$ cat config.mk
export PLATFORM = sky130hd
export DESIGN_NAME = piecewise_linear_curve_sampler
export DESIGN_NICKNAME = d
export VERILOG_FILES = /design/src/plcs_pkg.sv /design/src/piecewise_linear_curve_sampler.sv /design/src/plcs_locate.sv /design/src/plcs_scale.sv /design/src/plcs_divider.sv
export SDC_FILE = /design/constraint.sdc
export NUM_CORES = 2
export LEC_CHECK = 0
export BUFFER_PORTS_ARGS = -buffer_cell sky130_fd_sc_hd__buf_2
export CAP_MARGIN = 20
export CORE_ASPECT_RATIO = 0.75
export CORE_MARGIN = 2
export CORE_UTILIZATION = 65
export CTS_BUF_LIST = sky130_fd_sc_hd__clkbuf_8 sky130_fd_sc_hd__clkbuf_16
export DETAILED_ROUTE_END_ITERATION = 7
export PLACE_DENSITY = 0.9
export SLEW_MARGIN = 20
export SYNTH_ARGS = -nofsm -noshare
export SYNTH_HDL_FRONTEND = slang
export SYNTH_SLANG_ARGS = --single-unit
$ cat constraint.sdc
create_clock -name clk_i -period 15.37 [get_ports clk_i]
set_clock_uncertainty 0.1 [all_clocks]
set_input_delay 3.074 -clock clk_i [delete_from_list [all_inputs] [get_ports clk_i]]
set_output_delay 3.074 -clock clk_i [all_outputs]
set_load 0.05 [all_outputs]
$ cat src/plcs_pkg.sv
// Package of the piecewise-linear curve sampler: field widths, register
// indexes, reset values and the side-band struct that travels down the pipe.
// No dependencies.
package plcs_pkg;

  localparam int unsigned PLCS_MAX_POINTS = 8;

  localparam int unsigned VAL_W      = 16;
  localparam int unsigned SEG_W      = 3;
  localparam int unsigned CNT_W      = 4;
  localparam int unsigned CFG_IDX_W  = 3;
  localparam int unsigned CFG_DATA_W = 64;
  localparam int unsigned PROD_W     = 2 * VAL_W;

  // The divider resolves this many quotient bits per pipeline stage.
  localparam int unsigned DIV_STEP_BITS = 4;
  localparam int unsigned DIV_STAGES    = VAL_W / DIV_STEP_BITS;

  localparam logic [VAL_W-1:0] FULL_SCALE = {VAL_W{1'b1}};
  localparam logic [CNT_W-1:0] CNT_RESET  = CNT_W'(2);

  typedef enum logic [CFG_IDX_W-1:0] {
    REG_POINT_COUNT = 3'd0,
    REG_PAIR_01     = 3'd1,
    REG_PAIR_23     = 3'd2,
    REG_PAIR_45     = 3'd3,
    REG_PAIR_67     = 3'd4
  } plcs_reg_e;

  // Per-request information that bypasses the arithmetic. When direct is set,
  // base is the final value; otherwise base is the left-hand y and neg tells
  // whether the scaled step is subtracted.
  typedef struct packed {
    logic             direct;
    logic [VAL_W-1:0] base;
    logic [SEG_W-1:0] seg;
    logic             neg;
  } plcs_side_t;

endpackage

$ cat src/piecewise_linear_curve_sampler.sv
// Piecewise-linear curve sampler: one position request per cycle in, one curve
// value per cycle out when the output is not stalled. The pipeline is built
// from two search stages, one multiply stage, the four-stage restoring
// divider (four quotient bits per stage) and the output register. Points are
// written through the configuration port, which is always ready and takes one
// write per cycle; writes belong between requests, when the pipeline is empty.
// Points must be written in ascending x. Depends on plcs_pkg, plcs_locate,
// plcs_scale and plcs_divider.
module piecewise_linear_curve_sampler #(
  parameter int unsigned MAX_POINTS = plcs_pkg::PLCS_MAX_POINTS
) (
  input  logic                              clk_i,
  input  logic                              rst_ni,
  input  logic                              in_valid_i,
  output logic                              in_ready_o,
  input  logic [plcs_pkg::VAL_W-1:0]        position_i,
  output logic                              out_valid_o,
  input  logic                              out_ready_i,
  output logic [plcs_pkg::VAL_W-1:0]        curve_value_o,
  output logic [plcs_pkg::SEG_W-1:0]        segment_index_o,
  input  logic                              cfg_valid_i,
  output logic                              cfg_ready_o,
  input  logic [plcs_pkg::CFG_IDX_W-1:0]    cfg_index_i,
  input  logic [plcs_pkg::CFG_DATA_W-1:0]   cfg_data_i
);
  import plcs_pkg::*;

  // Configuration registers.
  logic [CNT_W-1:0] count_q;
  logic [VAL_W-1:0] x_q [MAX_POINTS];
  logic [VAL_W-1:0] y_q [MAX_POINTS];
  logic             cfg_we;

  assign cfg_ready_o = 1'b1;
  assign cfg_we      = cfg_valid_i && cfg_ready_o;

  always_ff @(posedge clk_i or negedge rst_ni) begin
    if (!rst_ni) begin
      count_q <= CNT_RESET;
    end else if (cfg_we && cfg_index_i == REG_POINT_COUNT) begin
      count_q <= cfg_data_i[CNT_W-1:0];
    end
  end

  // Each pair register holds two points; the lower point sits in the low half.
  for (genvar p = 0; p < MAX_POINTS; p++) begin : g_point
    localparam int unsigned LSB = 2 * VAL_W * (p & 1);
    logic sel;

    assign sel = cfg_we &&
                 (cfg_index_i == CFG_IDX_W'(REG_PAIR_01) + CFG_IDX_W'(p >> 1));

    always_ff @(posedge clk_i or negedge rst_ni) begin
      if (!rst_ni) begin
        x_q[p] <= (p == 1) ? FULL_SCALE : '0;
        y_q[p] <= (p == 0) ? FULL_SCALE : '0;
      end else if (sel) begin
        x_q[p] <= cfg_data_i[LSB +: VAL_W];
        y_q[p] <= cfg_data_i[LSB + VAL_W +: VAL_W];
      end
    end
  end

  // Datapath.
  logic              loc_valid, loc_ready;
  plcs_side_t        loc_side;
  logic [VAL_W-1:0]  loc_mag, loc_dt, loc_span;

  logic              mul_valid, mul_ready;
  plcs_side_t        mul_side;
  logic [PROD_W-1:0] mul_prod;
  logic [VAL_W-1:0]  mul_span;

  logic              div_valid, div_ready;
  plcs_side_t        div_side;
  logic [VAL_W-1:0]  div_quo;

  plcs_locate #(
    .MAX_POINTS(MAX_POINTS)
  ) u_locate (
    .clk_i      (clk_i),
    .rst_ni     (rst_ni),
    .in_valid_i (in_valid_i),
    .in_ready_o (in_ready_o),
    .position_i (position_i),
    .count_i    (count_q),
    .x_i        (x_q),
    .y_i        (y_q),
    .out_valid_o(loc_valid),
    .out_ready_i(loc_ready),
    .side_o     (loc_side),
    .mag_o      (loc_mag),
    .dt_o       (loc_dt),
    .span_o     (loc_span)
  );

  plcs_scale u_scale (
    .clk_i      (clk_i),
    .rst_ni     (rst_ni),
    .in_valid_i (loc_valid),
    .in_ready_o (loc_ready),
    .side_i     (loc_side),
    .mag_i      (loc_mag),
    .dt_i       (loc_dt),
    .span_i     (loc_span),
    .out_valid_o(mul_valid),
    .out_ready_i(mul_ready),
    .side_o     (mul_side),
    .prod_o     (mul_prod),
    .span_o     (mul_span)
  );

  plcs_divider u_divider (
    .clk_i      (clk_i),
    .rst_ni     (rst_ni),
    .in_valid_i (mul_valid),
    .in_ready_o (mul_ready),
    .side_i     (mul_side),
    .prod_i     (mul_prod),
    .span_i     (mul_span),
    .out_valid_o(div_valid),
    .out_ready_i(div_ready),
    .side_o     (div_side),
    .quo_o      (div_quo)
  );

  // Output register. The interpolated step never exceeds the y difference, so
  // the sum stays inside the range of the two end values.
  logic             out_valid_q;
  logic [VAL_W-1:0] value_q, value_d;
  logic [SEG_W-1:0] seg_q;

  always_comb begin
    if (div_side.direct) begin
      value_d = div_side.base;
    end else if (div_side.neg) begin
      value_d = div_side.base - div_quo;
    end else begin
      value_d = div_side.base + div_quo;
    end
  end

  assign div_ready = !out_valid_q || out_ready_i;

  always_ff @(posedge clk_i or negedge rst_ni) begin
    if (!rst_ni) begin
      out_valid_q <= 1'b0;
    end else if (div_ready) begin
      out_valid_q <= div_valid;
    end
  end

  always_ff @(posedge clk_i) begin
    if (div_ready && div_valid) begin
      value_q <= value_d;
      seg_q   <= div_side.seg;
    end
  end

  assign out_valid_o     = out_valid_q;
  assign curve_value_o   = value_q;
  assign segment_index_o = seg_q;

  // An empty output register must never hold back new requests.
  a_ready_when_drained: assert property (@(posedge clk_i) disable iff (!rst_ni)
    !out_valid_o |-> in_ready_o)
    else $error("input not ready although the output stage is empty");

  a_seg_in_range: assert property (@(posedge clk_i) disable iff (!rst_ni)
    out_valid_o |-> (segment_index_o <= SEG_W'(MAX_POINTS - 1)))
    else $error("segment index beyond the last control point");

  // The divided step must not carry the result below zero or above full scale.
  a_step_bounded: assert property (@(posedge clk_i) disable iff (!rst_ni)
    (div_valid && !div_side.direct) |->
      ((div_side.neg && (div_quo <= div_side.base)) ||
       (!div_side.neg && (({1'b0, div_side.base} + {1'b0, div_quo}) <= {1'b0, FULL_SCALE}))))
    else $error("interpolation step leaves the segment's value range");

endmodule

$ cat src/plcs_locate.sv
// Segment search of the curve sampler: two pipeline stages that compare the
// position against every control point and then pick out the segment operands.
// Depends on plcs_pkg.
module plcs_locate #(
  parameter int unsigned MAX_POINTS = plcs_pkg::PLCS_MAX_POINTS
) (
  input  logic                          clk_i,
  input  logic                          rst_ni,
  input  logic                          in_valid_i,
  output logic                          in_ready_o,
  input  logic [plcs_pkg::VAL_W-1:0]    position_i,
  input  logic [plcs_pkg::CNT_W-1:0]    count_i,
  input  logic [plcs_pkg::VAL_W-1:0]    x_i [MAX_POINTS],
  input  logic [plcs_pkg::VAL_W-1:0]    y_i [MAX_POINTS],
  output logic                          out_valid_o,
  input  logic                          out_ready_i,
  output plcs_pkg::plcs_side_t          side_o,
  output logic [plcs_pkg::VAL_W-1:0]    mag_o,
  output logic [plcs_pkg::VAL_W-1:0]    dt_o,
  output logic [plcs_pkg::VAL_W-1:0]    span_o
);
  import plcs_pkg::*;

  localparam int unsigned IW = $clog2(MAX_POINTS);

  // Stage A: compares.
  logic                  a_valid_q;
  logic [VAL_W-1:0]      a_pos_q;
  logic                  a_few_q, a_first_q, a_after_q;
  logic [IW-1:0]         a_last_q;
  logic [MAX_POINTS-1:0] a_hit_q;

  logic [CNT_W-1:0]      n_eff;
  logic                  few;
  logic [IW-1:0]         last_idx;
  logic [MAX_POINTS-1:0] hit;
  logic                  a_ready, b_ready;

  always_comb begin
    n_eff    = (count_i > CNT_W'(MAX_POINTS)) ? CNT_W'(MAX_POINTS) : count_i;
    few      = (n_eff < CNT_W'(2));
    last_idx = few ? '0 : IW'(n_eff - CNT_W'(1));
    for (int i = 0; i < MAX_POINTS; i++) begin
      hit[i] = (i != 0) && (CNT_W'(i) < n_eff) && (position_i <= x_i[i]);
    end
  end

  assign a_ready    = !a_valid_q || b_ready;
  assign in_ready_o = a_ready;

  always_ff @(posedge clk_i or negedge rst_ni) begin
    if (!rst_ni) begin
      a_valid_q <= 1'b0;
    end else if (a_ready) begin
      a_valid_q <= in_valid_i;
    end
  end

  always_ff @(posedge clk_i) begin
    if (a_ready && in_valid_i) begin
      a_pos_q   <= position_i;
      a_few_q   <= few;
      a_first_q <= (position_i <= x_i[0]);
      a_after_q <= (position_i >= x_i[last_idx]);
      a_last_q  <= last_idx;
      a_hit_q   <= hit;
    end
  end

  // Stage B: the first hit is the right-hand point of the segment.
  logic             b_valid_q;
  plcs_side_t       b_side_q;
  logic [VAL_W-1:0] b_mag_q, b_dt_q, b_span_q;

  logic [IW-1:0]    idx, prev_idx;
  logic [VAL_W-1:0] xa, xb, ya, yb;
  plcs_side_t       side_d;

  always_comb begin
    idx = IW'(1);
    for (int i = MAX_POINTS - 1; i >= 1; i--) begin
      if (a_hit_q[i]) begin
        idx = IW'(i);
      end
    end
    prev_idx = idx - IW'(1);
    xa = x_i[prev_idx];
    xb = x_i[idx];
    ya = y_i[prev_idx];
    yb = y_i[idx];

    side_d.neg = (yb < ya);
    if (a_few_q) begin
      side_d.direct = 1'b1;
      side_d.base   = FULL_SCALE;
      side_d.seg    = '0;
    end else if (a_first_q) begin
      side_d.direct = 1'b1;
      side_d.base   = y_i[0];
      side_d.seg    = '0;
    end else if (a_after_q) begin
      side_d.direct = 1'b1;
      side_d.base   = y_i[a_last_q];
      side_d.seg    = SEG_W'(a_last_q);
    end else if (xb <= xa) begin
      // A segment of zero or negative width takes the right-hand y.
      side_d.direct = 1'b1;
      side_d.base   = yb;
      side_d.seg    = SEG_W'(idx);
    end else begin
      side_d.direct = 1'b0;
      side_d.base   = ya;
      side_d.seg    = SEG_W'(idx);
    end
  end

  assign b_ready = !b_valid_q || out_ready_i;

  always_ff @(posedge clk_i or negedge rst_ni) begin
    if (!rst_ni) begin
      b_valid_q <= 1'b0;
    end else if (b_ready) begin
      b_valid_q <= a_valid_q;
    end
  end

  always_ff @(posedge clk_i) begin
    if (b_ready && a_valid_q) begin
      b_side_q <= side_d;
      b_mag_q  <= side_d.neg ? (ya - yb) : (yb - ya);
      b_dt_q   <= a_pos_q - xa;
      b_span_q <= xb - xa;
    end
  end

  assign out_valid_o = b_valid_q;
  assign side_o      = b_side_q;
  assign mag_o       = b_mag_q;
  assign dt_o        = b_dt_q;
  assign span_o      = b_span_q;

endmodule

$ cat src/plcs_scale.sv
// Multiply stage of the curve sampler: forms the exact product of the y step
// magnitude and the offset into the segment. Depends on plcs_pkg.
module plcs_scale (
  input  logic                          clk_i,
  input  logic                          rst_ni,
  input  logic                          in_valid_i,
  output logic                          in_ready_o,
  input  plcs_pkg::plcs_side_t          side_i,
  input  logic [plcs_pkg::VAL_W-1:0]    mag_i,
  input  logic [plcs_pkg::VAL_W-1:0]    dt_i,
  input  logic [plcs_pkg::VAL_W-1:0]    span_i,
  output logic                          out_valid_o,
  input  logic                          out_ready_i,
  output plcs_pkg::plcs_side_t          side_o,
  output logic [plcs_pkg::PROD_W-1:0]   prod_o,
  output logic [plcs_pkg::VAL_W-1:0]    span_o
);
  import plcs_pkg::*;

  logic              valid_q;
  plcs_side_t        side_q;
  logic [PROD_W-1:0] prod_q;
  logic [VAL_W-1:0]  span_q;
  logic              ready;

  assign ready      = !valid_q || out_ready_i;
  assign in_ready_o = ready;

  always_ff @(posedge clk_i or negedge rst_ni) begin
    if (!rst_ni) begin
      valid_q <= 1'b0;
    end else if (ready) begin
      valid_q <= in_valid_i;
    end
  end

  always_ff @(posedge clk_i) begin
    if (ready && in_valid_i) begin
      side_q <= side_i;
      prod_q <= PROD_W'(mag_i) * PROD_W'(dt_i);
      span_q <= span_i;
    end
  end

  assign out_valid_o = valid_q;
  assign side_o      = side_q;
  assign prod_o      = prod_q;
  assign span_o      = span_q;

endmodule

$ cat src/plcs_divider.sv
// Pipelined restoring divider of the curve sampler: divides the product by
// the segment width, four quotient bits per stage. Depends on plcs_pkg.
module plcs_divider (
  input  logic                          clk_i,
  input  logic                          rst_ni,
  input  logic                          in_valid_i,
  output logic                          in_ready_o,
  input  plcs_pkg::plcs_side_t          side_i,
  input  logic [plcs_pkg::PROD_W-1:0]   prod_i,
  input  logic [plcs_pkg::VAL_W-1:0]    span_i,
  output logic                          out_valid_o,
  input  logic                          out_ready_i,
  output plcs_pkg::plcs_side_t          side_o,
  output logic [plcs_pkg::VAL_W-1:0]    quo_o
);
  import plcs_pkg::*;

  typedef struct packed {
    logic [VAL_W-1:0] rem;
    logic [VAL_W-1:0] num;
    logic [VAL_W-1:0] quo;
  } plcs_div_t;

  // The quotient is known to fit in VAL_W bits, so the upper product half is
  // already below the divisor and serves as the starting remainder.
  function automatic plcs_div_t div_steps(plcs_div_t cur, logic [VAL_W-1:0] span);
    logic [VAL_W:0] trial;
    plcs_div_t      nxt;
    nxt = cur;
    for (int k = 0; k < DIV_STEP_BITS; k++) begin
      trial   = {nxt.rem, nxt.num[VAL_W-1]};
      nxt.num = {nxt.num[VAL_W-2:0], 1'b0};
      if (trial >= {1'b0, span}) begin
        nxt.rem = VAL_W'(trial - {1'b0, span});
        nxt.quo = {nxt.quo[VAL_W-2:0], 1'b1};
      end else begin
        nxt.rem = trial[VAL_W-1:0];
        nxt.quo = {nxt.quo[VAL_W-2:0], 1'b0};
      end
    end
    return nxt;
  endfunction

  logic             valid_q [DIV_STAGES];
  plcs_side_t       side_q  [DIV_STAGES];
  plcs_div_t        div_q   [DIV_STAGES];
  logic [VAL_W-1:0] span_q  [DIV_STAGES];
  logic             ready   [DIV_STAGES];

  plcs_div_t        div_init;

  assign div_init.rem = prod_i[PROD_W-1:VAL_W];
  assign div_init.num = prod_i[VAL_W-1:0];
  assign div_init.quo = '0;

  for (genvar s = 0; s < DIV_STAGES; s++) begin : g_stage
    logic             prev_valid;
    plcs_side_t       prev_side;
    plcs_div_t        prev_div;
    logic [VAL_W-1:0] prev_span;
    logic             next_ready;

    if (s == 0) begin : g_first
      assign prev_valid = in_valid_i;
      assign prev_side  = side_i;
      assign prev_div   = div_init;
      assign prev_span  = span_i;
    end else begin : g_chain
      assign prev_valid = valid_q[s-1];
      assign prev_side  = side_q[s-1];
      assign prev_div   = div_q[s-1];
      assign prev_span  = span_q[s-1];
    end

    if (s == DIV_STAGES - 1) begin : g_tail
      assign next_ready = out_ready_i;
    end else begin : g_mid
      assign next_ready = ready[s+1];
    end

    assign ready[s] = !valid_q[s] || next_ready;

    always_ff @(posedge clk_i or negedge rst_ni) begin
      if (!rst_ni) begin
        valid_q[s] <= 1'b0;
      end else if (ready[s]) begin
        valid_q[s] <= prev_valid;
      end
    end

    always_ff @(posedge clk_i) begin
      if (ready[s] && prev_valid) begin
        side_q[s] <= prev_side;
        div_q[s]  <= div_steps(prev_div, prev_span);
        span_q[s] <= prev_span;
      end
    end
  end

  assign in_ready_o  = ready[0];
  assign out_valid_o = valid_q[DIV_STAGES-1];
  assign side_o      = side_q[DIV_STAGES-1];
  assign quo_o       = div_q[DIV_STAGES-1].quo;

endmodule

; After elaboration in Yosys (flattened, before gate mapping)
; Memories as Yosys holds them, arrays and structs flattened.
; Index checks and enable logic that the tools add are counted.
[totals]
reg_bits = 454
ram_bits = 324
input_bits = 88
output_inout_bits = 22
word_cells = 254
memories = 3
[op_classes]
add_sub_neg = 24
n_mul = 1
n_lt_le_gt_ge = 40
eq_ne = 4
n_mux = 93
bitwise_logic = 4
n_reduce_logical = 39
[mem_list]
columns = name, words, word_bits, read_ports, rd_clocked_by_memory_dff, wr, line
row1 = u_divider.div_q, 4, 44, 4, 0, 4, plcs_divider.sv:46  ; plcs_div_t div_q [DIV_STAGES];
row2 = u_divider.side_q, 4, 21, 4, 0, 4, plcs_divider.sv:45  ; plcs_side_t side_q [DIV_STAGES];
row3 = u_divider.span_q, 4, 16, 3, 0, 4, plcs_divider.sv:47  ; logic [VAL_W-1:0] span_q [DIV_STAGES];
[op_table]
columns = operator, count
row1 = $mux W16, 51
row2 = $sub A16 B16 Y16, 21
row3 = $bmux W16 S3, 6
row4 = $ge A17 B16 Y1, 16
row5 = $le A16 B16 Y1, 9
row6 = $mux W19, 2
row7 = $mul A16 B16 Y32, 1
row8 = $mux W1, 24
row9 = $mux W3, 8
row10 = $logic_and A1 B1 Y1, 20
row11 = $mux W20, 1
row12 = $add A16 B16 Y16, 1
row13 = $ge A16 B16 Y1, 1
row14 = $ge A4 B4 Y1 const B, 4
row15 = $lt A16 B16 Y1, 1
row16 = $lt A3 B4 Y1 const A, 4
row17 = $not A3 Y4, 4
row18 = $logic_not A1 Y1, 8
row19 = $logic_or A1 B1 Y1, 8
row20 = $lt A2 B4 Y1 const A, 2
row21 = $eq A3 B2 Y1 const B, 2
row22 = $sub A3 B1 Y3 const B, 2
row23 = $gt A4 B4 Y1 const B, 1
row24 = $lt A1 B4 Y1 const A, 1
row25 = 7 further kinds, 7

; Logic depth before layout (Yosys ltp)
[depth]
word_depth = 17
mapped_depth = 52
ltp_nobuf = 47

; By module
; Synthesis repeated with hierarchy kept, for this count alone.
[unflattened]
hier_cells = 6062
hier_area_um2 = 60067.6
[modules_own_cells]
columns = mod, n_inst, cells_each, area_each_um2, seq_area_each_um2
row1 = plcs_divider, 1, 2269, 21987.3, 7427.1
row2 = plcs_locate, 1, 1955, 15637.5, 2992.9
row3 = piecewise_linear_curve_sampler, 1, 758, 11564.8, 7143.1
row4 = plcs_scale, 1, 1080, 10877.9, 2097.0

; Least setup slack after synthesis
; No wires, ideal clock.
[synth_timing]
kind = register to register
from = reg u_scale.span_q[1], in the netlist u_scale.span_o[1]
to = mem u_divider.div_q[0][35] (netlist name), data pin
setup_time_ns = 0.260
arrival_time_ns = 10.764
slack_ns = 4.245
stages_incl_launch_ff = 52
n_path_buf = 7
period_less_slack_ns = 11.125
cell_sequence = edfxtp_1 -> inv_1 -> ha_1 -> nor2b_4 -> o31a_1 -> or3_4 -> a21oi_4 -> a211oi_2 -> or2_1 -> buf_6 -> clkbuf_1 -> clkbuf_1 -> o21ai_0 -> inv_1 -> ha_1 -> nor2b_1 -> o31ai_1 -> a21oi_1 -> [16 not listed] -> nand2_1 -> o21ai_2 -> buf_6 -> mux2i_1 -> ha_1 -> nor2b_1 -> o21ai_0 -> a21boi_0 -> o21ai_0 -> a21oi_1 -> a41oi_1 -> a21oi_1 -> a221o_1 -> a211o_1 -> a31o_1 -> buf_6 -> buf_12 -> mux2_4
[synth_rtl]
columns = item, line
row1 = from (decl), plcs_scale.sv:23  ; logic [VAL_W-1:0] span_q;
row2 = from (signal assigned), plcs_scale.sv:41  ; span_q <= span_i;
row3 = to (decl), plcs_divider.sv:46

==> reports/results.tsv <==
stage	metric	value	unit
status	status	finished clean	
finish	most frequent cells in the layout	inv_1 (614), ha_1 (585), nand2_1 (475)	
flow_run	max-capacitance violation count	0	
setup_path	crit path max fanout	23	
setup_path	worst setup path class	register to register	
grt	vias in the first global route	47923	
floorplan	Die H	264.9	µm
clock_tree	hold buffers post-CTS	0	
finish	FILL cells	5879	
clock_tree	CTS tree	done	
setup_path	Worst setup EP type	register	
setup_path	Critical Path Most Common Cell	a21oi_1	
setup_path	CP peak stage delay	0.86	ns
placed_design	DP HPWL	117700	µm
placed_design	Final Wtd Congestion	1.004	
synthesis	syn avg cell area	10.23	µm²
clock_tree	CTS H-Tree Depth	3	
synthesis	asr flop ratio synth	38.40	%
setup_path	WP data required	15.65	ns
timing	Slew Viols, Final	0	
floorplan	chip width	351.8	µm
detailed_routing	DR WL/cell	23.79	µm
detailed_routing	Pre-antenna DRT Iters	7	
timing	final hold vios	0	
timing	crit share post-route	83.63	%
synthesis	Seq cells post-synth	698	
finish	most common cell after layout, fill and taps aside	inv_1	
timing	Slew @ Worst Pin	1.096	ns
floorplan	# rows	95	
detailed_routing	final WL	167600	µm
clock_tree	Post-CTS Setup Repair Bufs	0	
clock_tree	clock buffer depth	3	
finish	Final Net Count	6660	
setup_path	CP startpoint kind	register	
floorplan	Die ar.	93170	µm²
grt	largest net degree at the start of global routing	138	
grt	total track usage	35.98	%
synthesis	EDFF count, synth	430	
finish	Synth-to-Final Area Change	7.046	%
grt	grt ovf	0	
timing	min cycle time layout	12.85	ns
placed_design	pre-CTS setup slack	2.785	ns
timing	setup ws final	2.516	ns
synthesis	Seq/Total Area, Yosys	33.34	%
synthesis	ys flop type	edfxtp_1	
synthesis	Syn Nets	6650	
detailed_routing	routed vias	47757	
placed_design	input/output buffers	108	
clock_tree	total CTS buffers	71	
grt	initial antenna violation count	9	
worst_hold_path	HP Class	register to register	
placed_design	Area after DPL	60610	µm²
detailed_routing	antenna-violating nets left	0	
synthesis	share of the synthesized area in the top cell type	21.90	%
timing	unrepaired setup endpoints after global routing	false	
detailed_routing	via/cell ratio	6.778	
floorplan	starting density of the core	65.71	%
floorplan	Ports	110	
synthesis	Mapped Cells	5762	
synthesis	cell taking the most area after synthesis	edfxtp_1	
synthesis	YS warnings	0	
floorplan	Core Region	89740	µm²
clock_tree	post-cts resize count	0	
timing	Setup violations, final	0	
setup_path	Worst EP arrival	13.14	ns
setup_path	Critical-path top delay cell	o311a_1	
detailed_routing	DRC Markers	0	
synthesis	post-synthesis cell type count	96	
clock_tree	Worst-Skew Late Latency	0.66	ns
timing	Final TNS setup	0	ns
finish	final instance area	63130	µm²
timing	f_max	0.07780	GHz
clock_tree	Reg clk slew, reported paths	0.07	ns
detailed_routing	DRT iter0 DRCs	6542	
synthesis	Syn Std Cell Area	58970	µm²
synthesis	Area contributors post-synth	edfxtp_1 (22%), ha_1 (12%), dfrtp_1 (10%)	
clock_tree	clock sinks	698	
grt	first-pass GRT wire length	263100	µm
timing	worst relative slew slack	26.00	%
finish	share of cells above drive strength 1	14.00	%
clock_tree	root buf cell	clkbuf_16	
-- cell type report --
class	instances	area, µm²	share of cell area, %
diodes	5	12.51	0.01982
clock buffers	81	1959	3.104
clock inverters	49	495.5	0.7849
inverters	599	2248	3.562
multi-input cells	4248	36290	57.49
flip-flops and latches	698	19660	31.14
well taps	1212	1516	2.402
repair buffers	154	940.9	1.491
-- worst max-delay path: cells and delay by family, from the launching register on --
family	cells	cell delay [ns]
AOI/OAI and AO/OA	25	7.48
and+or+nand+nor	8	1.84
adders and majority gates	4	1.29
buffers and inverters	4	0.99
DFF	1	0.47
muxes	1	0.41
-- registers in the layout, summed over array words and instances (netlist names), 16 cells and up --
name / cells
x_q: 128
curve_value_o: 16
u_locate.span_o: 16
u_locate.side_o: 21
u_divider.side_q: 84
u_divider.div_q: 112
u_locate.mag_o: 16
u_divider.span_q: 48
u_locate.a_pos_q: 16
u_scale.span_o: 16
u_locate.dt_o: 16
u_scale.prod_o: 32
y_q: 128
u_scale.side_o: 21
-- path summary, 6_finish.rpt --
path	from	end	slack, ns	depth (start not counted)
worst min register to register	u_scale.side_o[0]	u_divider.side_q[0][0]	0.32	0
worst min-delay path	u_scale.side_o[0]	u_divider.side_q[0][0]	0.32	0
min in group asynchronous	rst_ni	y_q[41]	2.26	1
worst max register to register	u_divider.span_q[1][1]	u_divider.div_q[2][31]	2.52	42
max in group asynchronous	rst_ni	x_q[25]	11.53	2
worst max-delay path	u_divider.span_q[1][1]	u_divider.div_q[2][31]	2.52	42
-- synth_stat cells, types with 21 or more instances --
master and instances:
a211oi_1 97, a21boi_0 29, a21o_1 132, a21oi_1 386, a31oi_1 38, and2_1 109
and3_1 21, buf_1 36, clkbuf_1 165, dfrtp_1 235, dfstp_2 33, edfxtp_1 430
fa_1 214, ha_1 586, inv_1 597, mux2_2 319, mux2i_1 101, mux4_2 128
nand2_1 475, nand2b_1 58, nand3_1 68, nand4_1 71, nor2_1 252, nor2b_1 80
nor3_1 95, nor3b_1 57, o21a_1 64, o21ai_0 309, o21bai_1 33, o31ai_1 26
xnor2_1 176, xor2_1 81
-- per-stage QoR --
stage	utilization, %	hold slack, ns	cells
global route	70.33	0.3204	7043
global placement	67.54	0.3005	6909
floorplan	-	0.3003	5762
CTS	70.27	0.3139	7039
finish	70.34	0.3154	7046
detailed placement	67.54	0.3045	6909
-- layer usage --
layer / vias up / wire [µm] / track usage [%]
li1: 20709 / - / -
met1: 22774 / 63810 / 47.81
met2: 3461 / 73960 / 54.91
met3: 805 / 21360 / 10.25
met4: 8 / 8426 / 16.24
met5: - / 64 / 0.1570
-- kinds of logic after synthesis --
| family | Yosys count | share of synthesized area [%] |
|---|---|---|
| mux | 565 | 13.13 |
| buf+inv | 816 | 5.321 |
| fa+ha+maj | 800 | 19.70 |
| simple gates | 1359 | 11.22 |
| compound gates | 1266 | 13.48 |
| other cells | 1 | 0.006359 |
| flops | 698 | 33.34 |
| xor+xnor | 257 | 3.817 |
Power is left out: the tool's default activity adds up to more than one toggle a clock period on the data nets, which glitch-free logic cannot reach.
